===== config.mk =====
export PLATFORM = sky130hd
export DESIGN_NAME = serial_in_latched_shift_register
export DESIGN_NICKNAME = d
export VERILOG_FILES = /design/src/rtl/sisr_pkg.sv /design/src/rtl/sisr_core.sv /design/src/rtl/serial_in_latched_shift_register.sv
export SDC_FILE = /design/constraint.sdc
export NUM_CORES = 1
export LEC_CHECK = 0
export ABC_AREA = 1
export BUFFER_PORTS_ARGS = -buffer_cell sky130_fd_sc_hd__buf_2
export CAP_MARGIN = 20
export CORE_MARGIN = 1.5
export CORE_UTILIZATION = 35
export CTS_CLUSTER_SIZE = 14
export DETAILED_ROUTE_END_ITERATION = 7
export MAX_ROUTING_LAYER = met4
export PLACE_DENSITY_LB_ADDON = 0.05
export SLEW_MARGIN = 40
export SYNTH_ARGS = -nofsm -noshare
export SYNTH_HDL_FRONTEND = slang
export SYNTH_SLANG_ARGS = --single-unit

===== constraint.sdc =====
create_clock -name i_clk -period 2.2 [get_ports i_clk]
set_clock_uncertainty 0.1 [all_clocks]
set_input_delay 0.11 -clock i_clk [delete_from_list [all_inputs] [get_ports i_clk]]
set_output_delay 0.11 -clock i_clk [all_outputs]
set_load 0.02 [all_outputs]

===== src/rtl/sisr_pkg.sv =====
// shared types and constants for the serial-in latched shift register
package sisr_pkg;

    typedef logic [1:0] t_level;

    localparam t_level LVL_LOW      = 2'd0;
    localparam t_level LVL_HIGH     = 2'd1;
    localparam t_level LVL_FLOAT    = 2'd2;
    localparam t_level LVL_CONFLICT = 2'd3;

    localparam int unsigned NUM_BITS = 8;

    typedef logic [1:0] t_cfg_index;

    localparam t_cfg_index CFG_CLOCK_ACTIVE_HIGH = 2'd0;
    localparam t_cfg_index CFG_OE_HIGH_EN        = 2'd1;
    localparam t_cfg_index CFG_MR_HIGH_CLR       = 2'd2;

    typedef struct packed {
        logic clock_active_high;
        logic oe_high_en;
        logic mr_high_clr;
    } t_cfg;

    typedef struct packed {
        t_level srclk_level;
        t_level rclk_level;
        t_level mr_level;
        t_level ser_level;
        t_level oe_level;
    } t_in_item;

    typedef struct packed {
        t_level q0_level;
        t_level q1_level;
        t_level q2_level;
        t_level q3_level;
        t_level q4_level;
        t_level q5_level;
        t_level q6_level;
        t_level q7_level;
        t_level serial_out_level;
    } t_out_item;

endpackage


===== src/rtl/sisr_core.sv =====
// shift and storage state with the per-sample update and output decode
module sisr_core
    import sisr_pkg::*;
(
    input  logic      i_clk,
    input  logic      i_rst_n,
    input  t_cfg      i_cfg,
    input  logic      i_adv,
    input  t_in_item  i_item,
    output t_out_item o_result
);

    logic [NUM_BITS-1:0] r_shift_bits, n_shift_bits;
    logic [NUM_BITS-1:0] r_shift_mask, n_shift_mask;
    logic [NUM_BITS-1:0] r_latch_bits, n_latch_bits;
    logic [NUM_BITS-1:0] r_latch_mask, n_latch_mask;
    t_level              r_prev_sclk, n_prev_sclk;
    t_level              r_prev_lclk, n_prev_lclk;

    t_level act, inact, mr_act, oe_act;
    t_level sclk, lclk;
    t_level q [NUM_BITS];

    always_comb begin
        act    = i_cfg.clock_active_high ? LVL_HIGH : LVL_LOW;
        inact  = i_cfg.clock_active_high ? LVL_LOW  : LVL_HIGH;
        mr_act = i_cfg.mr_high_clr       ? LVL_HIGH : LVL_LOW;
        oe_act = i_cfg.oe_high_en        ? LVL_HIGH : LVL_LOW;
        // floating clocks read as inactive
        sclk   = (i_item.srclk_level == LVL_FLOAT) ? inact : i_item.srclk_level;
        lclk   = (i_item.rclk_level  == LVL_FLOAT) ? inact : i_item.rclk_level;

        n_latch_bits = r_latch_bits;
        n_latch_mask = r_latch_mask;
        if (lclk == act && r_prev_lclk == inact) begin
            n_latch_bits = r_shift_bits;
            n_latch_mask = r_shift_mask;
        end else if (lclk == LVL_CONFLICT) begin
            n_latch_mask = '1;
        end

        n_shift_bits = r_shift_bits;
        n_shift_mask = r_shift_mask;
        if (i_item.mr_level == mr_act) begin
            n_shift_bits = '0;
            n_shift_mask = '0;
        end else if (i_item.mr_level == LVL_CONFLICT || sclk == LVL_CONFLICT) begin
            n_shift_mask = '1;
        end else if (sclk == act && r_prev_sclk == inact) begin
            n_shift_bits = {r_shift_bits[NUM_BITS-2:0], i_item.ser_level == LVL_HIGH};
            n_shift_mask = {r_shift_mask[NUM_BITS-2:0], i_item.ser_level == LVL_CONFLICT};
        end

        n_prev_sclk = sclk;
        n_prev_lclk = lclk;

        // output enable floating counts as enabled
        for (int i = 0; i < NUM_BITS; i++) begin
            if (i_item.oe_level == LVL_CONFLICT) begin
                q[i] = LVL_CONFLICT;
            end else if (i_item.oe_level != LVL_FLOAT && i_item.oe_level != oe_act) begin
                q[i] = LVL_FLOAT;
            end else if (n_latch_mask[i]) begin
                q[i] = LVL_CONFLICT;
            end else begin
                q[i] = {1'b0, n_latch_bits[i]};
            end
        end

        o_result.q0_level = q[0];
        o_result.q1_level = q[1];
        o_result.q2_level = q[2];
        o_result.q3_level = q[3];
        o_result.q4_level = q[4];
        o_result.q5_level = q[5];
        o_result.q6_level = q[6];
        o_result.q7_level = q[7];
        o_result.serial_out_level = n_shift_mask[NUM_BITS-1] ? LVL_CONFLICT
                                  : {1'b0, n_shift_bits[NUM_BITS-1]};
    end

    always_ff @(posedge i_clk) begin
        if (!i_rst_n) begin
            r_shift_bits <= '0;
            r_shift_mask <= '0;
            r_latch_bits <= '0;
            r_latch_mask <= '0;
            r_prev_sclk  <= LVL_LOW;
            r_prev_lclk  <= LVL_LOW;
        end else if (i_adv) begin
            r_shift_bits <= n_shift_bits;
            r_shift_mask <= n_shift_mask;
            r_latch_bits <= n_latch_bits;
            r_latch_mask <= n_latch_mask;
            r_prev_sclk  <= n_prev_sclk;
            r_prev_lclk  <= n_prev_lclk;
        end
    end

endmodule


===== src/rtl/serial_in_latched_shift_register.sv =====
// top level: pin sample transfers in, q and serial output levels out
// An 8-bit serial-in shift register with a storage latch, evaluated on
// four-valued pin levels (low, high, floating, conflict). Each input transfer
// is one sample of SRCLK, RCLK, MR, SER and OE; each produces exactly one
// result transfer with the eight gated Q levels and the serial output level,
// as they stand after that sample. A sample is captured in an input register,
// then evaluated and written to the result register once that one is free or
// being taken; throughput is one sample per cycle when the result side
// keeps taking. The clock, OE and MR polarities are configured through the
// config port (index 0 clock edge, 1 OE polarity, 2 MR polarity; index 3 is
// ignored, data bit 0 is used). The config port always takes a transfer;
// write it only while no sample is in flight.
module serial_in_latched_shift_register
    import sisr_pkg::*;
(
    input  logic       i_clk,
    input  logic       i_rst_n,
    // config write channel
    input  logic       i_cfg_valid,
    output logic       o_cfg_ready,
    input  t_cfg_index i_cfg_index,
    input  logic       i_cfg_data,
    // pin sample channel
    input  logic       i_valid,
    output logic       o_ready,
    input  t_in_item   i_item,
    // result channel
    output logic       o_valid,
    input  logic       i_ready,
    output t_out_item  o_result
);

    // config registers
    t_cfg      r_cfg;

    // input stage
    logic      r_in_vld;
    t_in_item  r_in;

    // result stage
    logic      r_out_vld;
    t_out_item r_out;

    // evaluated result of the sample held in the input stage
    t_out_item core_result;

    // sample moves from the input stage into the result register
    logic adv;

    assign adv         = r_in_vld && (!r_out_vld || i_ready);
    // input stage takes a new transfer when empty or emptying this cycle
    assign o_ready     = !r_in_vld || adv;
    assign o_cfg_ready = 1'b1;
    assign o_valid     = r_out_vld;
    assign o_result    = r_out;

    always_ff @(posedge i_clk) begin
        if (!i_rst_n) begin
            r_cfg.clock_active_high <= 1'b1;
            r_cfg.oe_high_en        <= 1'b0;
            r_cfg.mr_high_clr       <= 1'b0;
        end else if (i_cfg_valid) begin
            unique case (i_cfg_index)
                CFG_CLOCK_ACTIVE_HIGH: r_cfg.clock_active_high <= i_cfg_data;
                CFG_OE_HIGH_EN:        r_cfg.oe_high_en        <= i_cfg_data;
                CFG_MR_HIGH_CLR:       r_cfg.mr_high_clr       <= i_cfg_data;
                default: ;  // unused index, write dropped
            endcase
        end
    end

    // input register
    always_ff @(posedge i_clk) begin
        if (!i_rst_n) begin
            r_in_vld <= 1'b0;
        end else if (o_ready) begin
            r_in_vld <= i_valid;
        end
    end

    always_ff @(posedge i_clk) begin
        if (o_ready && i_valid) begin
            r_in <= i_item;
        end
    end

    // state update and output decode
    sisr_core u_core (
        .i_clk    (i_clk),
        .i_rst_n  (i_rst_n),
        .i_cfg    (r_cfg),
        .i_adv    (adv),
        .i_item   (r_in),
        .o_result (core_result)
    );

    // result register
    always_ff @(posedge i_clk) begin
        if (!i_rst_n) begin
            r_out_vld <= 1'b0;
        end else if (adv) begin
            r_out_vld <= 1'b1;
        end else if (i_ready) begin
            r_out_vld <= 1'b0;
        end
    end

    always_ff @(posedge i_clk) begin
        if (adv) begin
            r_out <= core_result;
        end
    end

    // a sample that advances shows up as a result on the next cycle
    a_adv_to_out: assert property (@(posedge i_clk) disable iff (!i_rst_n)
        adv |=> r_out_vld)
        else $error("advanced sample did not reach result register");

    // serial output is never floating
    a_sout_not_float: assert property (@(posedge i_clk) disable iff (!i_rst_n)
        r_out_vld |-> (r_out.serial_out_level != LVL_FLOAT))
        else $error("serial output reads floating");

    // conflicting oe forces every q to conflict; checked on q0 and q7
    a_oe_conflict: assert property (@(posedge i_clk) disable iff (!i_rst_n)
        (adv && r_in.oe_level == LVL_CONFLICT) |=>
            (r_out.q0_level == LVL_CONFLICT && r_out.q7_level == LVL_CONFLICT))
        else $error("oe conflict not propagated to q outputs");

    // a stalled input side always means a held sample
    a_stall_holds: assert property (@(posedge i_clk) disable iff (!i_rst_n)
        !o_ready |-> (r_in_vld && r_out_vld && !i_ready))
        else $error("input stalled without a blocked sample");

endmodule


==> results of run 1 <==
[power by group through the flow]
stage	clock, mW	combinational, mW	sequential (mW)
2_1_floorplan	0	0.328	1.51
6_report	0.834	0.500	1.45
5_1_grt	0.938	0.573	1.46
3_5_place_dp	0	0.482	1.48
3_3_place_gp	0	0.479	1.48
4_1_cts	0.876	0.505	1.45
[metal layers]
| layer | part of all wire, % | wire, um |
|---|---|---|
| met1 | 51 | 3530 |
| met2 | 44 | 3090 |
| met3 | 3.4 | 233 |
| met4 | 1.4 | 97 |
| met5 | 0 | 0 |
[area by class of cell]
| type | instances | area (um^2) | share of cell area, % |
|---|---|---|---|
| clock buffers | 12 | 135 | 3.55 |
| multi-input cells | 276 | 1220 | 32.1 |
| inverters | 62 | 233 | 6.12 |
| repair buffers | 59 | 403 | 10.6 |
| flip-flops and latches | 69 | 1660 | 43.7 |
| clock inverters | 3 | 13.8 | 0.362 |
| well taps | 108 | 135 | 3.55 |
[worst max-delay path, stage by stage (launching register included)]
cell	delay (ps)
sky130_fd_sc_hd__edfxtp_1	420
sky130_fd_sc_hd__inv_1	80
sky130_fd_sc_hd__nand2_1	90
sky130_fd_sc_hd__o21ai_4	390
sky130_fd_sc_hd__nand3_1	180
sky130_fd_sc_hd__nand2_1	140
sky130_fd_sc_hd__nand2_1	60
sky130_fd_sc_hd__nand2_1	60
sky130_fd_sc_hd__nand2_1	70
[how the worst max path moves through the flow]
stage	start	endpoint	slack, ps	depth (start not counted)
6_report	r_in[6]	o_result[12]	340	8
5_1_grt	r_cfg[2]	u_core.r_shift_mask[2]	120	10
4_1_cts	r_in[6]	o_result[12]	330	9
3_5_place_dp	r_in[6]	o_result[12]	350	9
3_3_place_gp	r_in[6]	o_result[12]	320	9
2_1_floorplan	o_valid	o_result[0]	320	4
[logic make-up after synthesis]
family,count (synthesis),synth area share [%]
buffers and inverters,78,10.0
other,1,0.117
AND/OR/NAND/NOR,230,30.3
AO/OA/AOI/OAI,44,7.43
XOR/XNOR,1,0.274
flip-flops,69,51.9
[registers in the layout, indices dropped and copies added (netlist names), 2 cells and up]
name,count
o_result,18
r_in,10
u_core.r_latch_bits,8
u_core.r_latch_mask,8
u_core.r_shift_bits,8
u_core.r_shift_mask,8
r_cfg,3
u_core.r_prev_lclk,2
u_core.r_prev_sclk,2
[metrics by stage]
stage,instances,cell area [um^2],setup WS (ps)
CTS,589,3800,328
floorplan,423,3200,322
finish,589,3800,341
global route,589,3800,119
global placement,558,3490,321
detailed placement,558,3490,347
[repair_timing]
| item | CTS | global route |
|---|---|---|
| buffers inserted | 0 | 0 |
| hold buffers | 16 | 0 |
| endpoints found under the hold margin | 21 | 0 |
[layout by cell type (no fill, tap or decap), types with 2 or more instances in the layout]
master,n
sky130_fd_sc_hd__dlygate4sd3_1,16
sky130_fd_sc_hd__o21ai_0,7
sky130_fd_sc_hd__nand2_2,2
sky130_fd_sc_hd__nand3_1,25
sky130_fd_sc_hd__nand3_2,2
sky130_fd_sc_hd__nand2_1,142
sky130_fd_sc_hd__clkinv_2,2
sky130_fd_sc_hd__edfxtp_1,28
sky130_fd_sc_hd__nor3_1,2
sky130_fd_sc_hd__clkbuf_1,3
sky130_fd_sc_hd__clkbuf_8,9
sky130_fd_sc_hd__buf_2,37
sky130_fd_sc_hd__buf_4,5
sky130_fd_sc_hd__dfxtp_1,41
sky130_fd_sc_hd__inv_2,4
sky130_fd_sc_hd__nor2_1,46
sky130_fd_sc_hd__a21oi_1,33
sky130_fd_sc_hd__inv_1,58
sky130_fd_sc_hd__nand3b_1,6
==> impl_results.html, run 1 <==
<table>
<tr><th>Metric</th><th>Value</th></tr>
<tr><th colspan="2">Clock network</th></tr>
<tr><td>CTS tree</td><td>built</td></tr>
<tr><td>Clk sinks</td><td>between 60 and 70</td></tr>
<tr><td>Clock latency reported for the late side of the worst-skew pair</td><td>about 330 ps</td></tr>
<tr><td>Clock input transition at the sequential cells of the worst setup and hold paths</td><td>about 70 ps</td></tr>
<tr><td>Number of gates given a new drive strength after cts</td><td>0</td></tr>
<tr><td>Maximum root-to-sink buffer count</td><td>2</td></tr>
<tr><td>Root buffer selected by CTS</td><td>sky130_fd_sc_hd__clkbuf_8</td></tr>
<tr><td>CTS Buf Count</td><td>9</td></tr>
<tr><td>CTS H-tree lvls</td><td>3</td></tr>
<tr><th colspan="2">Power and ir drop</th></tr>
<tr><td>Cell Pwr Density</td><td>between 700 and 800 nW/um^2</td></tr>
<tr><td>Total power after layout</td><td>approximately 2.8 mW</td></tr>
<tr><td>Highest ir drop seen on vdd</td><td>between 200 and 300 uV</td></tr>
<tr><td>Leak</td><td>around 1.8 nW</td></tr>
<tr><td>Combinational fraction of design power</td><td>17.9%</td></tr>
<tr><td>Sequential share of power</td><td>between 50% and 60%</td></tr>
<tr><td>Net switching power</td><td>a little under 0.8 mW</td></tr>
<tr><td>Sw frac</td><td>28.5%</td></tr>
<tr><td>Design internal power</td><td>roughly 2 mW</td></tr>
<tr><td>Clock network power share</td><td>between 20% and 30%</td></tr>
<tr><th colspan="2">Setup path</th></tr>
<tr><td>Worst EP arrival</td><td>1830 ps</td></tr>
<tr><td>Endpoint of the worst register-to-register path</td><td>o_result[12]</td></tr>
<tr><td>Startpoint of the worst register-to-register path</td><td>r_in[6]</td></tr>
<tr><td>Worst reg-to-reg path cell count</td><td>8</td></tr>
<tr><td>Classification of the worst setup path</td><td>register to register</td></tr>
<tr><td>Maximum fanout encountered on the critical timing path</td><td>17</td></tr>
<tr><td>Required time worst endpoint</td><td>about 2200 ps</td></tr>
<tr><td>Kind of start point of the critical path</td><td>register</td></tr>
<tr><td>Nature of the critical path endpoint</td><td>register</td></tr>
<tr><td>Worst-case register-to-register setup slack</td><td>between 300 and 400 ps</td></tr>
<tr><th colspan="2">Drt</th></tr>
<tr><td>Routed vias</td><td>between 2k and 3k</td></tr>
<tr><td>Via density per instance</td><td>roughly 4.5</td></tr>
<tr><td>Starting DRT DRC Count</td><td>91</td></tr>
<tr><td>Total routed wirelength</td><td>6950 um</td></tr>
<tr><td>Pre-antenna DRT Iters</td><td>8</td></tr>
<tr><td>Remaining antenna violation count after routing</td><td>0</td></tr>
<tr><td>Routed WL per cell</td><td>~12 um</td></tr>
<tr><td>Residual DRC</td><td>2</td></tr>
<tr><th colspan="2">STA</th></tr>
<tr><td>Maximum clock frequency</td><td>between 500 and 600 MHz</td></tr>
<tr><td>Slew at the pin closest to its max-slew limit</td><td>~500 ps</td></tr>
<tr><td>Max-slew headroom at the worst pin</td><td>roughly 66%</td></tr>
<tr><td>Crit share post-route</td><td>between 80% and 90%</td></tr>
<tr><td>Setup TNS</td><td>0 ps</td></tr>
<tr><td>Unrepaired setup endpoints after global routing</td><td>false</td></tr>
<tr><td>Min Clock Period, post-route</td><td>~1900 ps</td></tr>
<tr><td>Number of pins with negative max-slew slack in the final report</td><td>0</td></tr>
<tr><td>Final setup violating endpoints</td><td>0</td></tr>
<tr><td>Worst hold margin</td><td>14.5 ps</td></tr>
<tr><td>Number of hold-slack violations in the final timing report</td><td>0</td></tr>
<tr><th colspan="2">Hold path</th></tr>
<tr><td>Worst hold stages</td><td>3</td></tr>
<tr><td>Type of the most critical hold path</td><td>input pin to register</td></tr>
<tr><td>Worst Hold End</td><td>r_cfg[0]</td></tr>
<tr><td>Startpoint of the worst hold path</td><td>i_cfg_valid</td></tr>
<tr><th colspan="2">Final layout</th></tr>
<tr><td>ANT cells</td><td>0</td></tr>
<tr><td>Fill cell total of the finished layout</td><td>slightly above 900</td></tr>
<tr><td>Share of post-route cells with drive strength above 1</td><td>a little over an eighth</td></tr>
<tr><td>Area growth from synthesis to final layout</td><td>18.7%</td></tr>
<tr><td>Core Util, Final</td><td>43.2%</td></tr>
<tr><td>NumNets Final</td><td>roughly 500</td></tr>
<tr><th colspan="2">Yosys</th></tr>
<tr><td>Post-synthesis cell area</td><td>about 3200 um^2</td></tr>
<tr><td>Dominant synthesized flop cell</td><td>sky130_fd_sc_hd__dfxtp_1</td></tr>
<tr><td>Seq cells post-synth</td><td>just under 70</td></tr>
<tr><td>Synth top cells by count</td><td>142 x sky130_fd_sc_hd__nand2_1, 58 x sky130_fd_sc_hd__inv_1, 46 x sky130_fd_sc_hd__nor2_1, 41 x sky130_fd_sc_hd__dfxtp_1, 33 x sky130_fd_sc_hd__a21oi_1</td></tr>
<tr><td>Library cell with the highest instance count after synthesis</td><td>sky130_fd_sc_hd__nand2_1</td></tr>
<tr><td>Number of warnings printed during yosys synthesis</td><td>0</td></tr>
<tr><td>Number of instances in the synthesized netlist</td><td>~420</td></tr>
<tr><td>Netlist cell types</td><td>29</td></tr>
<tr><td>Area share of the leading cell type in the synthesized netlist</td><td>between 20% and 30%</td></tr>
<tr><td>Number of nets produced by synthesis</td><td>~440</td></tr>
<tr><td>Register area share after synthesis</td><td>51.9%</td></tr>
<tr><td>Mean cell area of the mapped netlist</td><td>about 7.6 um^2</td></tr>
<tr><td>Cells taking the most area after synthesis</td><td>sky130_fd_sc_hd__edfxtp_1 26%, sky130_fd_sc_hd__dfxtp_1 26%, sky130_fd_sc_hd__nand2_1 17%</td></tr>
<tr><td>Yosys top cell by area</td><td>sky130_fd_sc_hd__edfxtp_1</td></tr>
<tr><td>Number of synthesized flops with an enable pin</td><td>28</td></tr>
<tr><td>Synth async-reset ratio</td><td>0%</td></tr>
<tr><th colspan="2">Global routing</th></tr>
<tr><td>Global-route wire length before repair</td><td>roughly 12000 um</td></tr>
<tr><td>Maximum number of pins on one net before global-route repair</td><td>52</td></tr>
<tr><td>Met2 global-route usage</td><td>23.4%</td></tr>
<tr><td>Met1 demand-to-capacity share in global routing</td><td>a little over a fifth</td></tr>
<tr><td>Busiest metal layer after global routing</td><td>met2</td></tr>
<tr><td>Initial antenna violation count</td><td>0</td></tr>
<tr><td>Global-route usage over all layers</td><td>between 15 and 20%</td></tr>
<tr><td>Vias in the first global route</td><td>2450</td></tr>
<tr><td>Remaining global-route overflow</td><td>0</td></tr>
<tr><td>Met3 usage</td><td>~2.8%</td></tr>
<tr><th colspan="2">Placed design</th></tr>
<tr><td>Buffers added on ports</td><td>37</td></tr>
<tr><td>Final GP Congestion</td><td>0.823</td></tr>
<tr><td>Placed wire-length estimate after detailed placement</td><td>4890 um</td></tr>
<tr><th colspan="2">Floorplan</th></tr>
<tr><td>Total die area</td><td>9730 um^2</td></tr>
<tr><td>Die span in x</td><td>around 99 um</td></tr>
<tr><td>Number of primary I/O pins</td><td>39</td></tr>
<tr><td>Number of standard-cell rows in the floorplan</td><td>34</td></tr>
<tr><td>Initial standard-cell utilization of the core</td><td>36.4%</td></tr>
<tr><td>Floorplan Core Area</td><td>roughly 8800 um^2</td></tr>
<tr><td>Height of the chip</td><td>~99 um</td></tr>
<tr><th colspan="2">Status</th></tr>
<tr><td>Status</td><td>finished, violations left</td></tr>
<tr><td>Failing checks</td><td>design-rule violations</td></tr>
<tr><th colspan="2">Run</th></tr>
<tr><td>Max capacitance violation total</td><td>0</td></tr>
</table>
Power figures use the tool's default switching activity.
==> inputs of run 2 (changes only) <==
- ABC_AREA: 1 -> 0
- clock period: 2.2 -> 1.89 ns (I/O delays scaled with it)
==> impl_results.html, run 2 <==
<table>
<tr><th>Metric</th><th>Value</th></tr>
<tr><th colspan="2">Status</th></tr>
<tr><td>Status</td><td>finished clean (was finished, violations left)</td></tr>
<tr><th colspan="2">Setup path</th></tr>
<tr><td>Endpoint of the worst register-to-register path</td><td>o_result[4] (was o_result[12])</td></tr>
<tr><td>Kind of start point of the critical path</td><td>register (unchanged)</td></tr>
<tr><td>Startpoint of the worst register-to-register path</td><td>r_in[6] (unchanged)</td></tr>
<tr><td>Worst EP arrival</td><td>1770 ps (was 1830 ps)</td></tr>
<tr><td>Classification of the worst setup path</td><td>register to register (unchanged)</td></tr>
<tr><td>Required time worst endpoint</td><td>1840 ps (was 2170 ps)</td></tr>
<tr><td>Worst reg-to-reg path cell count</td><td>5 (was 8)</td></tr>
<tr><td>Worst-case register-to-register setup slack</td><td>70 ps (was 340 ps)</td></tr>
<tr><td>Nature of the critical path endpoint</td><td>register (unchanged)</td></tr>
<tr><td>Maximum fanout encountered on the critical timing path</td><td>8 (was 17)</td></tr>
<tr><th colspan="2">Drt</th></tr>
<tr><td>Residual DRC</td><td>0 (was 2)</td></tr>
<tr><td>Starting DRT DRC Count</td><td>101 (was 91)</td></tr>
<tr><td>Routed vias</td><td>2047 (was 2678)</td></tr>
<tr><td>Pre-antenna DRT Iters</td><td>4 (was 8)</td></tr>
<tr><td>Routed WL per cell</td><td>14.9 um (was 11.8 um)</td></tr>
<tr><td>Remaining antenna violation count after routing</td><td>0 (unchanged)</td></tr>
<tr><td>Total routed wirelength</td><td>6160 um (was 6950 um)</td></tr>
<tr><td>Via density per instance</td><td>4.96 (was 4.55)</td></tr>
<tr><th colspan="2">STA</th></tr>
<tr><td>Number of pins with negative max-slew slack in the final report</td><td>0 (unchanged)</td></tr>
<tr><td>Crit share post-route</td><td>96.5% (was 84.5%)</td></tr>
<tr><td>Final setup violating endpoints</td><td>0 (unchanged)</td></tr>
<tr><td>Setup TNS</td><td>0 ps (unchanged)</td></tr>
<tr><td>Minimum setup slack in the final design</td><td>66.1 ps (was 341 ps)</td></tr>
<tr><td>Number of hold-slack violations in the final timing report</td><td>0 (unchanged)</td></tr>
<tr><td>Min Clock Period, post-route</td><td>1820 ps (was 1860 ps)</td></tr>
<tr><td>Maximum clock frequency</td><td>548 MHz (was 538 MHz)</td></tr>
<tr><th colspan="2">Placed design</th></tr>
<tr><td>Number of placed cells counting well taps</td><td>382 (was 558)</td></tr>
<tr><td>Buffers added on ports</td><td>37 (unchanged)</td></tr>
<tr><td>Worst slack at placement</td><td>69.5 ps (was 347 ps)</td></tr>
<tr><td>Placed wire-length estimate after detailed placement</td><td>4320 um (was 4890 um)</td></tr>
<tr><td>Final GP Congestion</td><td>0.743 (was 0.823)</td></tr>
<tr><td>Total placed instance area</td><td>3190 um^2 (was 3490 um^2)</td></tr>
<tr><th colspan="2">Final layout</th></tr>
<tr><td>Most frequent cells in the layout</td><td>40 x sky130_fd_sc_hd__dfxtp_1, 37 x sky130_fd_sc_hd__buf_2, 28 x sky130_fd_sc_hd__nor2_1, 28 x sky130_fd_sc_hd__edfxtp_1 (was 142 x sky130_fd_sc_hd__nand2_1, 58 x sky130_fd_sc_hd__inv_1, 46 x sky130_fd_sc_hd__nor2_1)</td></tr>
<tr><td>Cell Count, Final, Fillers Out</td><td>413 (was 589)</td></tr>
<tr><td>Area growth from synthesis to final layout</td><td>24.1% (was 18.7%)</td></tr>
<tr><td>ANT cells</td><td>0 (unchanged)</td></tr>
<tr><td>Largest register FFs</td><td>18 (unchanged)</td></tr>
<tr><td>Core Util, Final</td><td>45.5% (was 43.2%)</td></tr>
<tr><td>Share of post-route cells with drive strength above 1</td><td>29.6% (was 13.7%)</td></tr>
<tr><td>Most common library cell in the layout ignoring fill and taps</td><td>sky130_fd_sc_hd__dfxtp_1 (was sky130_fd_sc_hd__nand2_1)</td></tr>
<tr><td>Final std cell area, no fill</td><td>3550 um^2 (was 3800 um^2)</td></tr>
<tr><td>NumNets Final</td><td>324 (was 495)</td></tr>
<tr><th colspan="2">Power and ir drop</th></tr>
<tr><td>Combinational fraction of design power</td><td>11.3% (was 17.9%)</td></tr>
<tr><td>Highest ir drop seen on vdd</td><td>383 uV (was 253 uV)</td></tr>
<tr><td>Sequential share of power</td><td>52.3% (was 52.1%)</td></tr>
<tr><td>Sw frac</td><td>24.5% (was 28.5%)</td></tr>
<tr><td>Cell Pwr Density</td><td>911 nW/um^2 (was 733 nW/um^2)</td></tr>
<tr><td>Leak</td><td>1.28 nW (was 1.81 nW)</td></tr>
<tr><td>Design internal power</td><td>2.44 mW (was 1.99 mW)</td></tr>
<tr><td>Net switching power</td><td>0.794 mW (was 0.795 mW)</td></tr>
<tr><td>Clock network power share</td><td>36.4% (was 29.9%)</td></tr>
<tr><th colspan="2">Global routing</th></tr>
<tr><td>Global-route usage over all layers</td><td>15.4% (was 16.0%)</td></tr>
<tr><td>Global-route wire length before repair</td><td>9960 um (was 11800 um)</td></tr>
<tr><td>Maximum number of pins on one net before global-route repair</td><td>34 (was 52)</td></tr>
<tr><td>Initial antenna violation count</td><td>0 (unchanged)</td></tr>
<tr><td>Remaining global-route overflow</td><td>0 (unchanged)</td></tr>
<tr><td>Vias in the first global route</td><td>1957 (was 2450)</td></tr>
<tr><th colspan="2">Clock network</th></tr>
<tr><td>CTS tree</td><td>built (unchanged)</td></tr>
<tr><td>CTS H-tree lvls</td><td>3 (unchanged)</td></tr>
<tr><td>Maximum root-to-sink buffer count</td><td>2 (unchanged)</td></tr>
<tr><td>Clock input transition at the sequential cells of the worst setup and hold paths</td><td>70 ps (about the same)</td></tr>
<tr><td>Root buffer selected by CTS</td><td>sky130_fd_sc_hd__clkbuf_8 (unchanged)</td></tr>
<tr><td>Clk sinks</td><td>69 (unchanged)</td></tr>
<tr><td>CTS Buf Count</td><td>9 (unchanged)</td></tr>
<tr><td>Clock latency reported for the late side of the worst-skew pair</td><td>340 ps (was 330 ps)</td></tr>
<tr><th colspan="2">Yosys</th></tr>
<tr><td>Area share of the leading cell type in the synthesized netlist</td><td>29.4% (was 26.3%)</td></tr>
<tr><td>Synth async-reset ratio</td><td>0% (unchanged)</td></tr>
<tr><td>Yosys top cell by area</td><td>sky130_fd_sc_hd__edfxtp_1 (unchanged)</td></tr>
<tr><td>Post-synthesis cell area</td><td>2860 um^2 (was 3200 um^2)</td></tr>
<tr><td>Number of nets produced by synthesis</td><td>261 (was 441)</td></tr>
<tr><td>Dominant synthesized flop cell</td><td>sky130_fd_sc_hd__dfxtp_1 (unchanged)</td></tr>
<tr><td>Mean cell area of the mapped netlist</td><td>11.8 um^2 (was 7.57 um^2)</td></tr>
<tr><td>Register area share after synthesis</td><td>58.1% (was 51.9%)</td></tr>
<tr><td>Number of instances in the synthesized netlist</td><td>243 (was 423)</td></tr>
<tr><td>Number of synthesized flops with an enable pin</td><td>28 (unchanged)</td></tr>
<tr><td>Number of warnings printed during yosys synthesis</td><td>0 (unchanged)</td></tr>
<tr><td>Library cell with the highest instance count after synthesis</td><td>sky130_fd_sc_hd__dfxtp_1 (was sky130_fd_sc_hd__nand2_1)</td></tr>
<tr><td>Seq cells post-synth</td><td>69 (unchanged)</td></tr>
<tr><td>Netlist cell types</td><td>47 (was 29)</td></tr>
<tr><td>Cells taking the most area after synthesis</td><td>sky130_fd_sc_hd__edfxtp_1 29%, sky130_fd_sc_hd__dfxtp_1 29%, sky130_fd_sc_hd__nor2_1 3.7% (was sky130_fd_sc_hd__edfxtp_1 26%, sky130_fd_sc_hd__dfxtp_1 26%, sky130_fd_sc_hd__nand2_1 17%)</td></tr>
<tr><td>Synth top cells by count</td><td>41 x sky130_fd_sc_hd__dfxtp_1, 28 x sky130_fd_sc_hd__edfxtp_1, 28 x sky130_fd_sc_hd__nor2_1, 16 x sky130_fd_sc_hd__o21ai_0, 15 x sky130_fd_sc_hd__nand2_1 (was 142 x sky130_fd_sc_hd__nand2_1, 58 x sky130_fd_sc_hd__inv_1, 46 x sky130_fd_sc_hd__nor2_1, 41 x sky130_fd_sc_hd__dfxtp_1, 33 x sky130_fd_sc_hd__a21oi_1)</td></tr>
<tr><th colspan="2">Hold path</th></tr>
<tr><td>Worst Hold End</td><td>r_cfg[0] (unchanged)</td></tr>
<tr><td>Startpoint of the worst hold path</td><td>i_cfg_valid (unchanged)</td></tr>
<tr><td>Worst hold stages</td><td>4 (was 3)</td></tr>
<tr><td>Type of the most critical hold path</td><td>input pin to register (unchanged)</td></tr>
<tr><th colspan="2">Run</th></tr>
<tr><td>Max capacitance violation total</td><td>0 (unchanged)</td></tr>
<tr><th colspan="2">Floorplan</th></tr>
<tr><td>Initial standard-cell utilization of the core</td><td>36.6% (was 36.4%)</td></tr>
<tr><td>Height of the chip</td><td>93.4 um (was 98.6 um)</td></tr>
<tr><td>Die span in x</td><td>93.4 um (was 98.6 um)</td></tr>
<tr><td>Number of standard-cell rows in the floorplan</td><td>32 (was 34)</td></tr>
<tr><td>Total die area</td><td>8720 um^2 (was 9730 um^2)</td></tr>
<tr><td>Number of primary I/O pins</td><td>39 (unchanged)</td></tr>
<tr><td>Floorplan Core Area</td><td>7810 um^2 (was 8810 um^2)</td></tr>
</table>
[run 2: changes by cell type in the layout (fill, tap and decap cells not counted), sizes merged, moves of 9 or more]
cell | before | now
nand3 | 27 | 9
inv | 62 | 1
a21oi | 33 | 5
o221a | 0 | 16
nand2 | 145 | 16
nor2 | 47 | 28
o21ai | 8 | 17
[run 2: through the flow]
step,total power [mW],hold slack (ps)
6_report,3.24,57.9
4_1_cts,3.26,50.3
5_1_grt,3.37,80.3
3_5_place_dp,2.06,173
2_1_floorplan,1.94,93.4
3_3_place_gp,2.06,171
[run 2: what timing repair did]
action | CTS | global route
buffers inserted | 0 | 1
gates resized for setup | 0 | 5
hold buffers | 14 | 0
endpoints found under the setup margin | 0 | 15
hold endpoints to repair | 15 | 0
[run 2: logic make-up (layout without fill, tap and decap cells)]
group,after synthesis,count (layout),share of synthesized area [%]
and+or+nand+nor,88,88,16.9
buffers and inverters,10,78,1.79
muxes,5,5,1.75
AOI/OAI and AO/OA,67,67,20.4
xor gates and xnor gates,3,3,0.919
other,1,1,0.131
DFF,69,69,58.1
[run 2: cell type report]
type / count / area, um^2
clock buffers: 12 / 145
clock inverters: 4 / 47.5
fillers: 734 / 4260
inverters: 1 / 3.75
multi-input cells: 164 / 1160
flip-flops and latches: 69 / 1660
well taps: 102 / 128
repair buffers: 61 / 400
[run 2: worst max-delay path: stages, from the launching register on]
cell and delay [ps]:
sky130_fd_sc_hd__edfxtp_1 460, sky130_fd_sc_hd__and3b_4 240, sky130_fd_sc_hd__o21ba_2 250, sky130_fd_sc_hd__a211oi_4 200
sky130_fd_sc_hd__buf_4 200, sky130_fd_sc_hd__a221oi_1 100
[run 2: worst max path at each step]
stage / start / to
floorplan: o_valid / u_core.r_shift_mask[0]
global placement: r_in[8] / o_result[0]
detailed placement: r_in[6] / o_result[6]
CTS: r_in[6] / o_result[6]
global route: r_in[6] / o_result[2]
finish: r_in[6] / o_result[4]
[run 2: layer usage]
layer | global-route usage [%] | routed length [um]
met1 | 21.0 | 3240
met2 | 22.1 | 2580
met3 | 3.98 | 264
met5 | - | 0
met4 | 4.92 | 72
[run 2: power groups by stage]
stage / registers, mW / clock network, mW / logic [mW]
after floorplan: 1.74 / 0 / 0.205
after global placement: 1.72 / 0 / 0.334
after detailed placement: 1.72 / 0 / 0.337
after CTS: 1.69 / 1.21 / 0.360
after global routing: 1.70 / 1.27 / 0.399
final: 1.69 / 1.18 / 0.366
==> inputs of run 3 (changes only) <==
- ABC_AREA: 0 -> 1
==> impl_results.html, run 3 (synthesis results as in run 1) <==
<table>
<tr><th>Metric</th><th>Value</th></tr>
<tr><th colspan="2">Status</th></tr>
<tr><td>Status</td><td>finished, violations left (was finished clean)</td></tr>
<tr><td>Failing checks</td><td>design-rule violations</td></tr>
<tr><th colspan="2">Drt</th></tr>
<tr><td>Routed vias</td><td>2726 (was 2047)</td></tr>
<tr><td>Residual DRC</td><td>3 (was 0)</td></tr>
<tr><td>Total routed wirelength</td><td>7210 um (was 6160 um)</td></tr>
<tr><td>Via density per instance</td><td>4.54 (was 4.96)</td></tr>
<tr><td>Routed WL per cell</td><td>12.0 um (was 14.9 um)</td></tr>
<tr><td>Remaining antenna violation count after routing</td><td>0 (unchanged)</td></tr>
<tr><td>Pre-antenna DRT Iters</td><td>8 (was 4)</td></tr>
<tr><td>Starting DRT DRC Count</td><td>106 (was 101)</td></tr>
<tr><th colspan="2">Global routing</th></tr>
<tr><td>Vias in the first global route</td><td>2472 (was 1957)</td></tr>
<tr><td>Global-route wire length before repair</td><td>12000 um (was 9960 um)</td></tr>
<tr><td>Global-route usage over all layers</td><td>16.5% (was 15.4%)</td></tr>
<tr><td>Initial antenna violation count</td><td>0 (unchanged)</td></tr>
<tr><td>Maximum number of pins on one net before global-route repair</td><td>43 (was 34)</td></tr>
<tr><td>Remaining global-route overflow</td><td>0 (unchanged)</td></tr>
<tr><th colspan="2">Clock network</th></tr>
<tr><td>Root buffer selected by CTS</td><td>sky130_fd_sc_hd__clkbuf_8 (unchanged)</td></tr>
<tr><td>Clk sinks</td><td>69 (unchanged)</td></tr>
<tr><td>CTS tree</td><td>built (unchanged)</td></tr>
<tr><td>Maximum root-to-sink buffer count</td><td>2 (unchanged)</td></tr>
<tr><td>Clock input transition at the sequential cells of the worst setup and hold paths</td><td>70 ps (about the same)</td></tr>
<tr><td>Clock latency reported for the late side of the worst-skew pair</td><td>340 ps (about the same)</td></tr>
<tr><td>CTS H-tree lvls</td><td>3 (unchanged)</td></tr>
<tr><td>CTS Buf Count</td><td>9 (unchanged)</td></tr>
<tr><th colspan="2">Final layout</th></tr>
<tr><td>Largest register FFs</td><td>18 (unchanged)</td></tr>
<tr><td>Area growth from synthesis to final layout</td><td>24.9% (was 24.1%)</td></tr>
<tr><td>Final std cell area, no fill</td><td>4000 um^2 (was 3550 um^2)</td></tr>
<tr><td>ANT cells</td><td>0 (unchanged)</td></tr>
<tr><td>NumNets Final</td><td>505 (was 324)</td></tr>
<tr><td>Most common library cell in the layout ignoring fill and taps</td><td>sky130_fd_sc_hd__nand2_1 (was sky130_fd_sc_hd__dfxtp_1)</td></tr>
<tr><td>Share of post-route cells with drive strength above 1</td><td>15.4% (was 29.6%)</td></tr>
<tr><td>Most frequent cells in the layout</td><td>141 x sky130_fd_sc_hd__nand2_1, 58 x sky130_fd_sc_hd__inv_1, 46 x sky130_fd_sc_hd__nor2_1 (was 40 x sky130_fd_sc_hd__dfxtp_1, 37 x sky130_fd_sc_hd__buf_2, 28 x sky130_fd_sc_hd__nor2_1, 28 x sky130_fd_sc_hd__edfxtp_1)</td></tr>
<tr><td>Cell Count, Final, Fillers Out</td><td>600 (was 413)</td></tr>
<tr><td>Fill cell total of the finished layout</td><td>895 (was 734)</td></tr>
<tr><th colspan="2">STA</th></tr>
<tr><td>Max-slew headroom at the worst pin</td><td>66.0%</td></tr>
<tr><td>Crit share post-route</td><td>92.4% (was 96.5%)</td></tr>
<tr><td>Min Clock Period, post-route</td><td>1750 ps (was 1820 ps)</td></tr>
<tr><td>Final setup violating endpoints</td><td>0 (unchanged)</td></tr>
<tr><td>Slew at the pin closest to its max-slew limit</td><td>just over 500 ps</td></tr>
<tr><td>Number of pins with negative max-slew slack in the final report</td><td>0 (unchanged)</td></tr>
<tr><td>Worst hold margin</td><td>14.6 ps (was 57.9 ps)</td></tr>
<tr><td>Number of hold-slack violations in the final timing report</td><td>0 (unchanged)</td></tr>
<tr><td>Maximum clock frequency</td><td>572 MHz (was 548 MHz)</td></tr>
<tr><td>Setup TNS</td><td>0 ps (unchanged)</td></tr>
<tr><td>Unrepaired setup endpoints after global routing</td><td>false</td></tr>
<tr><th colspan="2">Floorplan</th></tr>
<tr><td>Height of the chip</td><td>98.6 um (was 93.4 um)</td></tr>
<tr><td>Die span in x</td><td>98.6 um (was 93.4 um)</td></tr>
<tr><td>Floorplan Core Area</td><td>8810 um^2 (was 7810 um^2)</td></tr>
<tr><td>Number of primary I/O pins</td><td>39 (unchanged)</td></tr>
<tr><td>Initial standard-cell utilization of the core</td><td>36.4% (was 36.6%)</td></tr>
<tr><td>Number of standard-cell rows in the floorplan</td><td>34 (was 32)</td></tr>
<tr><td>Total die area</td><td>9730 um^2 (was 8720 um^2)</td></tr>
<tr><th colspan="2">Setup path</th></tr>
<tr><td>Classification of the worst setup path</td><td>input pin to register (was register to register)</td></tr>
<tr><td>Critical Path Most Common Cell</td><td>sky130_fd_sc_hd__dlygate4sd3_1</td></tr>
<tr><td>Startpoint of the worst register-to-register path</td><td>r_in[8] (was r_in[6])</td></tr>
<tr><td>Worst reg-to-reg path cell count</td><td>8 (was 5)</td></tr>
<tr><td>Critical path's largest stage delay</td><td>570 ps (was 460 ps)</td></tr>
<tr><td>Nature of the critical path endpoint</td><td>register (unchanged)</td></tr>
<tr><td>Required time worst endpoint</td><td>2020 ps (was 1840 ps)</td></tr>
<tr><td>Endpoint of the worst register-to-register path</td><td>o_result[0] (was o_result[4])</td></tr>
<tr><td>Kind of start point of the critical path</td><td>input pin (was register)</td></tr>
<tr><td>Cell with the biggest individual delay on the critical path</td><td>sky130_fd_sc_hd__dlygate4sd3_1 (was sky130_fd_sc_hd__edfxtp_1)</td></tr>
<tr><td>Worst-case register-to-register setup slack</td><td>160 ps (was 70 ps)</td></tr>
<tr><td>Worst EP arrival</td><td>1870 ps (was 1770 ps)</td></tr>
<tr><td>Maximum fanout encountered on the critical timing path</td><td>33 (was 8)</td></tr>
<tr><td>Cell breakdown of the critical path</td><td>dlygate4sd3_1, buf_2, inv_1, buf_4, a21oi_1, dlygate4sd3_1 (was and3b_4, o21ba_2, a211oi_4, buf_4, a221oi_1)</td></tr>
<tr><th colspan="2">Power and ir drop</th></tr>
<tr><td>Total power after layout</td><td>3.65 mW (was 3.24 mW)</td></tr>
<tr><td>Net switching power</td><td>0.984 mW (was 0.794 mW)</td></tr>
<tr><td>Design internal power</td><td>2.67 mW (was 2.44 mW)</td></tr>
<tr><td>Leak</td><td>1.89 nW (was 1.28 nW)</td></tr>
<tr><td>Highest ir drop seen on vdd</td><td>302 uV (was 383 uV)</td></tr>
<tr><td>Sw frac</td><td>26.9% (was 24.5%)</td></tr>
<tr><td>Combinational fraction of design power</td><td>17.2% (was 11.3%)</td></tr>
<tr><td>Clock network power share</td><td>36.5% (was 36.4%)</td></tr>
<tr><td>Cell Pwr Density</td><td>913 nW/um^2 (was 911 nW/um^2)</td></tr>
<tr><td>Sequential share of power</td><td>46.2% (was 52.3%)</td></tr>
<tr><th colspan="2">Placed design</th></tr>
<tr><td>Number of placed cells counting well taps</td><td>563 (was 382)</td></tr>
<tr><td>Buffers added on ports</td><td>37 (unchanged)</td></tr>
<tr><td>Placed wire-length estimate after detailed placement</td><td>4880 um (was 4320 um)</td></tr>
<tr><td>Total placed instance area</td><td>3540 um^2 (was 3190 um^2)</td></tr>
<tr><td>Final GP Congestion</td><td>0.780 (was 0.743)</td></tr>
<tr><th colspan="2">Hold path</th></tr>
<tr><td>Worst hold stages</td><td>3 (was 4)</td></tr>
<tr><td>Type of the most critical hold path</td><td>input pin to register (unchanged)</td></tr>
<tr><td>Worst Hold End</td><td>r_cfg[2] (was r_cfg[0])</td></tr>
<tr><td>Startpoint of the worst hold path</td><td>i_cfg_index[0] (was i_cfg_valid)</td></tr>
<tr><th colspan="2">Run</th></tr>
<tr><td>Max capacitance violation total</td><td>0 (unchanged)</td></tr>
</table>
[run 3: cell types whose count changed in the layout (fill, tap and decap cells not counted), moves of 8 or more]
cell	change
sky130_fd_sc_hd__a21oi_1	+30
sky130_fd_sc_hd__inv_1	+58
sky130_fd_sc_hd__nand2_1	+126
sky130_fd_sc_hd__nand3_1	+16
sky130_fd_sc_hd__nor2_1	+18
sky130_fd_sc_hd__o21ai_0	-8
sky130_fd_sc_hd__o221a_1	-8
sky130_fd_sc_hd__o221a_2	-8
sky130_fd_sc_hd__o2bb2ai_1	-8
[run 3: worst max path at each step]
stage,start,endpoint,slack (ps)
floorplan,o_valid,o_result[0],10
global placement,r_in[6],o_result[12],20
detailed placement,r_in[6],o_result[12],30
CTS,r_cfg[2],o_result[12],0.2
global route,r_in[8],u_core.r_shift_bits[0],50
finish,i_rst_n,r_in_vld,140
[run 3: worst max-delay path, delay by kind of cell]
kind / cells / cell delay (ps)
buf+inv: 5 / 1690
compound gates: 1 / 60
[run 3: cell type report]
cell class	count	area (um^2)	area share [%]
clock buffer	12	145	3.63
tap	108	135	3.38
multi-input combinational	276	1230	30.8
inverter	62	233	5.82
sequential	69	1660	41.5
clock inverter	4	71.3	1.78
timing repair buffer	69	523	13.1
[run 3: metal layers]
metal | vias to the layer above | track usage [%] | routed length, um
li1 | 1450 | - | -
met1 | 1208 | 21.6 | 3570
met2 | 56 | 25.1 | 3200
met3 | 12 | 2.84 | 308
met4 | 0 | 7.58 | 125
met5 | - | - | 0
[run 3: through the flow]
stage / util, % / setup slack [ps]
2_1_floorplan: - / 12.2
3_3_place_gp: 40.2 / 17.4
3_5_place_dp: 40.2 / 27.3
4_1_cts: 45.0 / 0.181
5_1_grt: 45.4 / 45.2
6_report: 45.4 / 143
[run 3: power groups by stage]
stage	registers [mW]	logic [mW]	clock network, mW
floorplan	1.76	0.381	0
global placement	1.72	0.583	0
detailed placement	1.72	0.587	0
CTS	1.69	0.620	1.37
global route	1.70	0.719	1.44
finish	1.69	0.630	1.33
[run 3: what timing repair did]
action	CTS	global route
endpoints found under the setup margin	0	38
hold buffers	20	0
hold endpoints to repair	21	0
gates resized for setup	0	2
setup buffers	0	2
